### src/rtl/rbch_pkg.sv
// Shared types, constants and helpers for the ray/box closest-hit core.
package rbch_pkg;

  localparam int FIELD_W   = 21;
  localparam int REG_W     = 63;
  localparam int IDX_W     = 8;
  localparam int DIST_W    = 33;
  localparam int DELTA_W   = 22;
  localparam int PROD_W    = 43;
  localparam int E_W       = 46;
  localparam int N_W       = 46;
  localparam int DEN_W     = 44;
  localparam int QUO_W     = 34;
  localparam int T_W       = 35;
  localparam int FRAC_SH   = 16;
  localparam int CORNER_SH = 10;
  localparam int SAT_SH    = QUO_W - FRAC_SH;

  localparam logic signed [T_W-1:0] FAR_START = 35'sd6553600000;
  localparam logic signed [T_W-1:0] FAR_OVER  = 35'sd6553600001;
  localparam logic [DEN_W-1:0] PARALLEL_LIMIT = 44'd1048;

  localparam int NUM_REGS = 6;
  localparam logic [2:0] REG_ORIGIN    = 3'd0;
  localparam logic [2:0] REG_DIRECTION = 3'd1;
  localparam logic [2:0] REG_AXIS_X    = 3'd2;
  localparam logic [2:0] REG_AXIS_Y    = 3'd3;
  localparam logic [2:0] REG_AXIS_Z    = 3'd4;
  localparam logic [2:0] REG_POSITION  = 3'd5;

  typedef struct packed {
    logic [2:0][FIELD_W-1:0] lo;
    logic [2:0][FIELD_W-1:0] hi;
    logic [IDX_W-1:0]        box_index;
    logic                    test;
    logic                    last;
  } box_t;

  typedef struct packed {
    logic             start;
    logic [N_W-1:0]   num_mag;
    logic [DEN_W-1:0] den_mag;
    logic             neg;
  } div_req_t;

  typedef struct packed {
    logic                  done;
    logic                  busy;
    logic signed [T_W-1:0] quo;
  } div_rsp_t;

  typedef enum logic [2:0] {
    S_IDLE,
    S_MUL,
    S_CHK,
    S_DIV_LO,
    S_DIV_HI,
    S_UPD,
    S_FIN
  } state_t;

  function automatic logic signed [FIELD_W-1:0] get_field(input logic [REG_W-1:0] v,
                                                          input logic [1:0] k);
    logic signed [FIELD_W-1:0] r;
    case (k)
      2'd0:    r = $signed(v[FIELD_W-1:0]);
      2'd1:    r = $signed(v[2*FIELD_W-1:FIELD_W]);
      2'd2:    r = $signed(v[3*FIELD_W-1:2*FIELD_W]);
      default: r = '0;
    endcase
    return r;
  endfunction

endpackage

### src/rtl/ray_box_closest_hit_core.sv
// Top level: APB register file, front, queue, slab engine and shared divider.
//
//  channel | signals                              | transaction when
//  --------+--------------------------------------+------------------------------
//  box in  | in_valid/in_ready + corner, index... | in_valid && in_ready
//  result  | out_valid/out_ready + hit fields     | out_valid && out_ready
//  config  | psel/penable/pwrite/paddr/pwdata     | psel && penable && pwrite
//
// A skipped box goes straight from the idle state to the finish state. A tested box
// runs the dot products and check per axis, plus two divisions and an update state per
// non-parallel axis (34 quotient bits per slab plane in the shared divider, no bit
// steps when the quotient saturates).
// A two-entry queue lets boxes arrive while the engine works; a waiting result stalls
// only a later last box. rst is synchronous and clears the query state and registers.
module ray_box_closest_hit_core
  import rbch_pkg::*;
(
  input  logic                      clk,
  input  logic                      rst,
  input  logic                      psel,
  input  logic                      penable,
  input  logic                      pwrite,
  input  logic [5:0]                paddr,
  input  logic [63:0]               pwdata,
  output logic [63:0]               prdata,
  output logic                      pready,
  input  logic                      in_valid,
  output logic                      in_ready,
  input  logic signed [FIELD_W-1:0] min_corner_x,
  input  logic signed [FIELD_W-1:0] min_corner_y,
  input  logic signed [FIELD_W-1:0] min_corner_z,
  input  logic signed [FIELD_W-1:0] max_corner_x,
  input  logic signed [FIELD_W-1:0] max_corner_y,
  input  logic signed [FIELD_W-1:0] max_corner_z,
  input  logic [IDX_W-1:0]          box_index,
  input  logic                      skip_box,
  input  logic                      last_box,
  output logic                      out_valid,
  input  logic                      out_ready,
  output logic                      hit_found,
  output logic [IDX_W-1:0]          closest_index,
  output logic [DIST_W-1:0]         hit_distance
);

  logic [REG_W-1:0] origin_reg;
  logic [REG_W-1:0] direction_reg;
  logic [REG_W-1:0] axis_x;
  logic [REG_W-1:0] axis_y;
  logic [REG_W-1:0] axis_z;
  logic [REG_W-1:0] box_position;
  logic [2:0]       reg_sel;
  logic             wr_en;

  logic     push_valid;
  logic     push_ready;
  box_t     push_data;
  logic     head_valid;
  box_t     head;
  logic     pop;
  div_req_t div_req;
  div_rsp_t div_rsp;

  assign pready  = 1'b1;
  assign reg_sel = paddr[5:3];
  assign wr_en   = psel && penable && pwrite;

  always_ff @(posedge clk) begin
    if (rst) begin
      origin_reg    <= '0;
      direction_reg <= '0;
      axis_x        <= '0;
      axis_y        <= '0;
      axis_z        <= '0;
      box_position  <= '0;
    end else if (wr_en) begin
      case (reg_sel)
        REG_ORIGIN:    origin_reg    <= pwdata[REG_W-1:0];
        REG_DIRECTION: direction_reg <= pwdata[REG_W-1:0];
        REG_AXIS_X:    axis_x        <= pwdata[REG_W-1:0];
        REG_AXIS_Y:    axis_y        <= pwdata[REG_W-1:0];
        REG_AXIS_Z:    axis_z        <= pwdata[REG_W-1:0];
        REG_POSITION:  box_position  <= pwdata[REG_W-1:0];
        default: begin
        end
      endcase
    end
  end

  always_comb begin
    case (reg_sel)
      REG_ORIGIN:    prdata = {1'b0, origin_reg};
      REG_DIRECTION: prdata = {1'b0, direction_reg};
      REG_AXIS_X:    prdata = {1'b0, axis_x};
      REG_AXIS_Y:    prdata = {1'b0, axis_y};
      REG_AXIS_Z:    prdata = {1'b0, axis_z};
      REG_POSITION:  prdata = {1'b0, box_position};
      default:       prdata = '0;
    endcase
  end

  rbch_front u_front (
    .in_valid     (in_valid),
    .in_ready     (in_ready),
    .min_corner_x (min_corner_x),
    .min_corner_y (min_corner_y),
    .min_corner_z (min_corner_z),
    .max_corner_x (max_corner_x),
    .max_corner_y (max_corner_y),
    .max_corner_z (max_corner_z),
    .box_index    (box_index),
    .skip_box     (skip_box),
    .last_box     (last_box),
    .push_valid   (push_valid),
    .push_ready   (push_ready),
    .push_data    (push_data)
  );

  rbch_fifo u_fifo (
    .clk        (clk),
    .rst        (rst),
    .push_valid (push_valid),
    .push_ready (push_ready),
    .push_data  (push_data),
    .head_valid (head_valid),
    .pop        (pop),
    .head       (head)
  );

  rbch_div u_div (
    .clk (clk),
    .rst (rst),
    .req (div_req),
    .rsp (div_rsp)
  );

  rbch_back u_back (
    .clk           (clk),
    .rst           (rst),
    .origin        (origin_reg),
    .direction     (direction_reg),
    .axis_x        (axis_x),
    .axis_y        (axis_y),
    .axis_z        (axis_z),
    .position      (box_position),
    .head_valid    (head_valid),
    .head          (head),
    .pop           (pop),
    .div_req       (div_req),
    .div_rsp       (div_rsp),
    .out_valid     (out_valid),
    .out_ready     (out_ready),
    .hit_found     (hit_found),
    .closest_index (closest_index),
    .hit_distance  (hit_distance)
  );

endmodule

### src/rtl/rbch_front.sv
// Input side: takes box transactions and classifies them for the queue.
module rbch_front
  import rbch_pkg::*;
(
  input  logic                      in_valid,
  output logic                      in_ready,
  input  logic signed [FIELD_W-1:0] min_corner_x,
  input  logic signed [FIELD_W-1:0] min_corner_y,
  input  logic signed [FIELD_W-1:0] min_corner_z,
  input  logic signed [FIELD_W-1:0] max_corner_x,
  input  logic signed [FIELD_W-1:0] max_corner_y,
  input  logic signed [FIELD_W-1:0] max_corner_z,
  input  logic [IDX_W-1:0]          box_index,
  input  logic                      skip_box,
  input  logic                      last_box,
  output logic                      push_valid,
  input  logic                      push_ready,
  output box_t                      push_data
);

  assign in_ready   = push_ready;
  assign push_valid = in_valid;

  always_comb begin
    push_data.lo        = {min_corner_z, min_corner_y, min_corner_x};
    push_data.hi        = {max_corner_z, max_corner_y, max_corner_x};
    push_data.box_index = box_index;
    // skipped boxes bypass the slab test entirely
    push_data.test      = !skip_box;
    push_data.last      = last_box;
  end

endmodule

### src/rtl/rbch_fifo.sv
// Two-entry queue between the front and the slab engine.
module rbch_fifo
  import rbch_pkg::*;
(
  input  logic clk,
  input  logic rst,
  input  logic push_valid,
  output logic push_ready,
  input  box_t push_data,
  output logic head_valid,
  input  logic pop,
  output box_t head
);

  box_t       mem [2];
  logic       wr_ptr;
  logic       rd_ptr;
  logic [1:0] count;
  logic       do_push;

  assign push_ready = (count != 2'd2);
  assign head_valid = (count != 2'd0);
  assign head       = mem[rd_ptr];
  assign do_push    = push_valid && push_ready;

  always_ff @(posedge clk) begin
    if (do_push) begin
      mem[wr_ptr] <= push_data;
    end
  end

  always_ff @(posedge clk) begin
    if (rst) begin
      wr_ptr <= 1'b0;
      rd_ptr <= 1'b0;
      count  <= 2'd0;
    end else begin
      if (do_push) begin
        wr_ptr <= !wr_ptr;
      end
      if (pop) begin
        rd_ptr <= !rd_ptr;
      end
      count <= count + {1'b0, do_push} - {1'b0, pop};
    end
  end

endmodule

### src/rtl/rbch_div.sv
// Shared restoring divider: one quotient bit per cycle, saturating result.
module rbch_div
  import rbch_pkg::*;
(
  input  logic     clk,
  input  logic     rst,
  input  div_req_t req,
  output div_rsp_t rsp
);

  logic [DEN_W:0]     rem;
  logic [QUO_W-1:0]   low_bits;
  logic [QUO_W-1:0]   quo;
  logic [DEN_W-1:0]   den;
  logic               neg;
  logic               sat;
  logic               busy;
  logic [5:0]         cnt;
  logic [DEN_W:0]     trial;
  logic               sat_in;
  logic signed [T_W-1:0] q_signed;

  // quotient would not fit 34 bits: |num| * 2^16 >= den * 2^34
  assign sat_in = {18'd0, req.num_mag} >= ({20'd0, req.den_mag} << SAT_SH);
  assign trial  = {rem[DEN_W-1:0], low_bits[QUO_W-1]};

  always_comb begin
    if (neg) begin
      q_signed = -$signed({1'b0, quo});
    end else begin
      q_signed = $signed({1'b0, quo});
    end
    if (sat) begin
      q_signed = neg ? -35'sd1 : FAR_OVER;
    end
  end

  assign rsp.done = busy && (cnt == 6'd0);
  assign rsp.busy = busy;
  assign rsp.quo  = q_signed;

  always_ff @(posedge clk) begin
    if (rst) begin
      busy <= 1'b0;
      cnt  <= 6'd0;
    end else begin
      if (busy && cnt != 6'd0) begin
        cnt <= cnt - 6'd1;
      end else if (busy) begin
        busy <= 1'b0;
      end
      if (req.start) begin
        busy <= 1'b1;
        cnt  <= sat_in ? 6'd0 : 6'(QUO_W);
      end
    end
  end

  always_ff @(posedge clk) begin
    if (req.start) begin
      den      <= req.den_mag;
      neg      <= req.neg;
      sat      <= sat_in;
      rem      <= (DEN_W+1)'(req.num_mag >> SAT_SH);
      low_bits <= {req.num_mag[SAT_SH-1:0], {FRAC_SH{1'b0}}};
      quo      <= '0;
    end else if (busy && cnt != 6'd0) begin
      low_bits <= low_bits << 1;
      if (trial >= {1'b0, den}) begin
        rem <= trial - {1'b0, den};
        quo <= {quo[QUO_W-2:0], 1'b1};
      end else begin
        rem <= trial;
        quo <= {quo[QUO_W-2:0], 1'b0};
      end
    end
  end

  a_start_free: assert property (@(posedge clk) disable iff (rst)
    req.start |-> (!busy || rsp.done))
    else $error("divider restarted while busy");

endmodule

### src/rtl/rbch_back.sv
// Slab engine: dot products, slab test per axis, nearest-hit tracking, result register.
module rbch_back
  import rbch_pkg::*;
(
  input  logic                clk,
  input  logic                rst,
  input  logic [REG_W-1:0]    origin,
  input  logic [REG_W-1:0]    direction,
  input  logic [REG_W-1:0]    axis_x,
  input  logic [REG_W-1:0]    axis_y,
  input  logic [REG_W-1:0]    axis_z,
  input  logic [REG_W-1:0]    position,
  input  logic                head_valid,
  input  box_t                head,
  output logic                pop,
  output div_req_t            div_req,
  input  div_rsp_t            div_rsp,
  output logic                out_valid,
  input  logic                out_ready,
  output logic                hit_found,
  output logic [IDX_W-1:0]    closest_index,
  output logic [DIST_W-1:0]   hit_distance
);

  state_t state, state_next;

  logic [1:0]                axis;
  logic [2:0]                cnt;
  logic signed [PROD_W-1:0]  prod;
  logic signed [E_W-1:0]     e_acc;
  logic signed [E_W-1:0]     f_acc;
  logic signed [T_W-1:0]     tnear;
  logic signed [T_W-1:0]     tfar;
  logic signed [T_W-1:0]     t_lo;
  logic signed [T_W-1:0]     t_hi;
  logic                      box_hit;
  logic                      any_hit;
  logic [IDX_W-1:0]          best_index;
  logic [DIST_W-1:0]         best_distance;

  logic [REG_W-1:0]          axis_reg;
  logic [1:0]                k;
  logic signed [FIELD_W-1:0] op_a;
  logic signed [DELTA_W-1:0] op_b;
  logic [DEN_W-1:0]          f_mag;
  logic                      parallel;
  logic signed [E_W-1:0]     lo20;
  logic signed [E_W-1:0]     hi20;
  logic signed [N_W-1:0]     num;
  logic                      par_reject;
  logic signed [T_W-1:0]     t_min;
  logic signed [T_W-1:0]     t_max;
  logic signed [T_W-1:0]     far_new;
  logic signed [T_W-1:0]     near_new;
  logic                      take;
  logic                      out_busy;

  always_comb begin
    case (axis)
      2'd0:    axis_reg = axis_x;
      2'd1:    axis_reg = axis_y;
      default: axis_reg = axis_z;
    endcase
  end

  // multiplier operands: cnt 0..2 build e, cnt 3..5 build f
  always_comb begin
    k = (cnt < 3'd3) ? cnt[1:0] : 2'(cnt - 3'd3);
    op_a = get_field(axis_reg, k);
    if (cnt < 3'd3) begin
      op_b = DELTA_W'(get_field(position, k)) - DELTA_W'(get_field(origin, k));
    end else begin
      op_b = DELTA_W'(get_field(direction, k));
    end
  end

  assign f_mag    = f_acc[E_W-1] ? DEN_W'(-f_acc) : DEN_W'(f_acc);
  assign parallel = (f_mag <= PARALLEL_LIMIT);
  assign lo20     = E_W'($signed(head.lo[axis])) <<< CORNER_SH;
  assign hi20     = E_W'($signed(head.hi[axis])) <<< CORNER_SH;
  assign par_reject = (lo20 > e_acc) || (hi20 < e_acc);

  assign t_min    = (t_lo > t_hi) ? t_hi : t_lo;
  assign t_max    = (t_lo > t_hi) ? t_lo : t_hi;
  assign far_new  = (t_max < tfar) ? t_max : tfar;
  assign near_new = (t_min > tnear) ? t_min : tnear;

  assign take     = box_hit && (!any_hit || DIST_W'(tnear) < best_distance);
  assign out_busy = out_valid && !out_ready;

  // next state
  always_comb begin
    state_next = state;
    case (state)
      S_IDLE: begin
        if (head_valid) begin
          state_next = head.test ? S_MUL : S_FIN;
        end
      end
      S_MUL: begin
        if (cnt == 3'd6) begin
          state_next = S_CHK;
        end
      end
      S_CHK: begin
        if (!parallel) begin
          state_next = S_DIV_LO;
        end else if (par_reject || axis == 2'd2) begin
          state_next = S_FIN;
        end else begin
          state_next = S_MUL;
        end
      end
      S_DIV_LO: begin
        if (div_rsp.done) begin
          state_next = S_DIV_HI;
        end
      end
      S_DIV_HI: begin
        if (div_rsp.done) begin
          state_next = S_UPD;
        end
      end
      S_UPD: begin
        if (far_new < near_new || axis == 2'd2) begin
          state_next = S_FIN;
        end else begin
          state_next = S_MUL;
        end
      end
      S_FIN: begin
        if (!(head.last && out_busy)) begin
          state_next = S_IDLE;
        end
      end
      default: state_next = S_IDLE;
    endcase
  end

  // outputs to the divider and the queue
  always_comb begin
    num = (state == S_CHK) ? (e_acc + lo20) : (e_acc + hi20);
    div_req.start   = ((state == S_CHK) && !parallel) ||
                      ((state == S_DIV_LO) && div_rsp.done);
    div_req.num_mag = num[N_W-1] ? N_W'(-num) : N_W'(num);
    div_req.den_mag = f_mag;
    div_req.neg     = num[N_W-1] ^ f_acc[E_W-1];
    pop = (state == S_FIN) && !(head.last && out_busy);
  end

  always_ff @(posedge clk) begin
    if (rst) begin
      state <= S_IDLE;
    end else begin
      state <= state_next;
    end
  end

  // datapath
  always_ff @(posedge clk) begin
    case (state)
      S_IDLE: begin
        axis    <= 2'd0;
        cnt     <= 3'd0;
        tnear   <= '0;
        tfar    <= FAR_START;
        box_hit <= 1'b0;
      end
      S_MUL: begin
        prod <= PROD_W'(op_a) * PROD_W'(op_b);
        if (cnt == 3'd0) begin
          e_acc <= '0;
          f_acc <= '0;
        end else if (cnt <= 3'd3) begin
          e_acc <= e_acc + E_W'(prod);
        end else begin
          f_acc <= f_acc + E_W'(prod);
        end
        cnt <= cnt + 3'd1;
      end
      S_CHK: begin
        cnt <= 3'd0;
        if (parallel) begin
          if (!par_reject && axis == 2'd2) begin
            box_hit <= 1'b1;
          end
          axis <= axis + 2'd1;
        end
      end
      S_DIV_LO: begin
        if (div_rsp.done) begin
          t_lo <= div_rsp.quo;
        end
      end
      S_DIV_HI: begin
        if (div_rsp.done) begin
          t_hi <= div_rsp.quo;
        end
      end
      S_UPD: begin
        tfar  <= far_new;
        tnear <= near_new;
        cnt   <= 3'd0;
        axis  <= axis + 2'd1;
        if (!(far_new < near_new) && axis == 2'd2) begin
          box_hit <= 1'b1;
        end
      end
      default: begin
      end
    endcase
  end

  // nearest-hit state and result register
  always_ff @(posedge clk) begin
    if (rst) begin
      any_hit       <= 1'b0;
      best_index    <= '0;
      best_distance <= '0;
      out_valid     <= 1'b0;
    end else begin
      if (out_valid && out_ready) begin
        out_valid <= 1'b0;
      end
      if (pop) begin
        if (head.last) begin
          out_valid     <= 1'b1;
          hit_found     <= any_hit || take;
          closest_index <= take ? head.box_index : best_index;
          hit_distance  <= take ? DIST_W'(tnear) : best_distance;
          any_hit       <= 1'b0;
          best_index    <= '0;
          best_distance <= '0;
        end else if (take) begin
          any_hit       <= 1'b1;
          best_index    <= head.box_index;
          best_distance <= DIST_W'(tnear);
        end
      end
    end
  end

  // a rejected box may leave tnear past the far limit; only a hit is bounded
  a_near_range: assert property (@(posedge clk) disable iff (rst)
    (state == S_FIN && box_hit) |-> ((tnear >= 0) && (tnear <= FAR_START)))
    else $error("near distance out of range");

  a_clear_on_last: assert property (@(posedge clk) disable iff (rst)
    (pop && head.last) |=> (!any_hit && best_distance == '0 && out_valid))
    else $error("query state not cleared after last box");

  a_empty_best: assert property (@(posedge clk) disable iff (rst)
    !any_hit |-> (best_index == '0 && best_distance == '0))
    else $error("best record set without a hit");

endmodule
### config.mk
export PLATFORM = sky130hd
export DESIGN_NAME = ray_box_closest_hit_core
export DESIGN_NICKNAME = d
export VERILOG_FILES = /design/src/rtl/rbch_pkg.sv /design/src/rtl/ray_box_closest_hit_core.sv /design/src/rtl/rbch_front.sv /design/src/rtl/rbch_fifo.sv /design/src/rtl/rbch_div.sv /design/src/rtl/rbch_back.sv
export SDC_FILE = /design/constraint.sdc
export NUM_CORES = 2
export LEC_CHECK = 0
export ABC_AREA = 1
export BUFFER_PORTS_ARGS = -buffer_cell sky130_fd_sc_hd__buf_2
export CORE_MARGIN = 3
export CORE_UTILIZATION = 55
export CTS_BUF_LIST = sky130_fd_sc_hd__clkbuf_4 sky130_fd_sc_hd__clkbuf_8
export DETAILED_ROUTE_END_ITERATION = 8
export HOLD_SLACK_MARGIN = 0.06
export PLACE_DENSITY = 0.79
export SLEW_MARGIN = 20
export SYNTH_ARGS = -nofsm -noshare
export SYNTH_HDL_FRONTEND = slang
export SYNTH_HIERARCHICAL = 1
export SYNTH_SLANG_ARGS = --single-unit
### constraint.sdc
create_clock -name clk -period 14.3 [get_ports clk]
set_clock_uncertainty 0.1 [all_clocks]
set_input_delay 2.86 -clock clk [delete_from_list [all_inputs] [get_ports clk]]
set_output_delay 2.86 -clock clk [all_outputs]
set_load 0.005 [all_outputs]
==> qor.csv <==
metric;value;unit
pwr/cell area;184;mW/mm^2
Setup TNS Final;0;ps
Clock transition at path regs;70;ps
LEAKAGE;45.1;nW
max-cap violation count;0;
CP Data Arrival Time;12940;ps
hpwl dp;216;mm
all-layer global routing usage;33.4;%
port bufs;315;
final antenna-violating net count;0;
Setup violations, final;0;
largest fanout on the critical path;22;
GPL Wtd Cong;1.01;
wirelength, routed;294;mm
H-tree levels;4;
Pre-Repair DR Iteration Count;6;
CP Launch Type;flop;
Resized cells post-CTS;0;
Critical Path Max Stage Delay;670;ps
Die Height;415;um
DRC Markers;0;
worst path required time;14900;ps
fmax;81.1;MHz
DRT iter0 DRCs;8991;
Biggest register;u_fifo/mem;
wire length per cell;20.7;um
Clk pwr share;18.2;%
switching share of power;49.9;%
fin crit share;86.3;%
Crit path top cell by count;inv_1;
minimum clock period;12340;ps
Finished Layout Cells;14235;
initial antenna violation count;12;
total die area;0.172;mm^2
Worst Path Buf+Inv;13;
Initial Util;55.5;%
RSZ-0062 raised after global routing;false;
Setup WS pre-CTS;2170;ps
largest net degree at the start of global routing;215;
switching pwr;9.01;mW
Post CTS Setup Buffer Count;0;
core area;0.165;mm^2
filler cell count in the final layout;14731;
cell family with most CP delay;adder cells;
Pint;9.05;mW
Avg Inst Size Synth;7.72;um^2
Worst-Skew Late Latency;990;ps
VDD IR max;0.201;mV
part of the power in registers;25.1;%
syn nets;13172;
number of buffers created by CTS;200;
Setup crit end kind;flop;
max reg flops;272;
first-pass GRT wire length;450;mm
layout cell share with drive strength beyond 1;9.44;%
Syn Inst Count;11890;
Ys Warns;6;
Final nets;13151;
Vias;82017;
clk buf depth;3;
GRT overflow;0;
Max Slew Vio Count;0;
Die Span X;415;um
cts hold-fix bufs;0;
Worst slew margin;16.5;%
number of global-route vias before repair;79158;
# rows;149;
Worst path slowest cell;nand2_1;
Gate power share;56.7;%
Crit Path Class;flop to flop;
final count of hold timing violations;0;
Placed Cells incl. Taps;13856;
number of I/O pins;322;
Worst Slack Setup Final;1960;ps
run status;completed;
P&R area growth vs syn;6.80;%
worst hold path class;flop to flop;
drt via density;5.76;
register area;0.0304;mm^2
clk sinks;1173;
Least-Margin Pin Slew;1250;ps
CTS Root Cell;clkbuf_8;
multi-input logic area;0.0522;mm^2
CTS tree;done;
mapped cell area;0.0918;mm^2
[final cells by class]
class / count / area share, %
Tap cell: 2189 / 2.79
Sequential cell: 1173 / 31.0
Timing Repair Buffer: 404 / 2.32
Clock buffer: 293 / 3.68
Inverter: 1640 / 6.30
Multi-Input combinational cell: 8450 / 53.2
Clock inverter: 75 / 0.695
Antenna cell: 11 / 0.0281
[metal layers]
metal | vias to the layer above | GRT usage (%) | share of wire (%) | wire length, um
li1 | 38178 | - | - | -
met1 | 38677 | 42.4 | 39 | 114000
met2 | 4224 | 53.4 | 45 | 133000
met3 | 936 | 6.48 | 9.6 | 28400
met4 | 2 | 18.9 | 6.5 | 19200
met5 | - | 0 | 0.0068 | 20
[placed cells by master, fill, tap and decap left out, types with 46 or more instances in the layout]
cell      instances
o21ai_0         366
xor2_1          146
clkbuf_8        225
fa_1            484
o21a_1           48
nand3_1         573
edfxtp_1        687
ha_1            583
dfxtp_1         485
buf_2           312
nand2_1        2931
xnor2_1          81
a21oi_1         596
clkbuf_4         68
clkinv_1         50
a31oi_1         102
or2_2            88
o21ai_1          46
nand4_1         268
nor2_1         1555
inv_1          1591
mux2_2           96
nor3_1           59
buf_4            90
[metrics by stage]
stage / area [um^2] / power [mW] / util (%) / hold slack, ps
3_3_place_gp: 93800 / 14.3 / 56.7 / 352
4_1_cts: 98100 / 17.9 / 59.3 / 367
2_1_floorplan: 91800 / 11.6 / - / 343
5_1_grt: 98100 / 19.2 / 59.3 / 386
3_5_place_dp: 93800 / 14.6 / 56.7 / 357
6_report: 98100 / 18.1 / 59.3 / 366
[power groups by stage]
stage / clock network, mW / registers, mW / logic [mW]
floorplan: 0 / 4.46 / 7.10
global placement: 0 / 4.58 / 9.73
detailed placement: 0 / 4.59 / 10.0
CTS: 3.33 / 4.52 / 10.1
global route: 3.47 / 4.56 / 11.2
finish: 3.28 / 4.54 / 10.2
[worst reg2reg max path: cells and delay by family, from the launching register on]
kind,cells,cell delay (ps)
AO/OA/AOI/OAI,18,3520
XOR/XNOR,1,150
adder cells (fa/ha/maj),11,4260
buffers and inverters,13,1880
flip-flops,1,400
AND/OR/NAND/NOR,6,1790
[final timing paths]
| kind | start | endpoint | slack [ps] | cells after the start |
|---|---|---|---|---|
| setup / recovery | u_back/cnt[0]$_SDFFCE_PP0P_ | u_back/prod[41]$_DFFE_PP_ | 1960 | 49 |
| hold / removal | u_back/best_index[6]$_SDFFE_PP0P_ | u_back/best_index[6]$_SDFFE_PP0P_ | 370 | 2 |
| setup reg to reg | u_back/cnt[0]$_SDFFCE_PP0P_ | u_back/prod[41]$_DFFE_PP_ | 1960 | 49 |
| hold reg to reg | u_back/best_index[6]$_SDFFE_PP0P_ | u_back/best_index[6]$_SDFFE_PP0P_ | 370 | 2 |
Power figures use the tool's default switching activity.
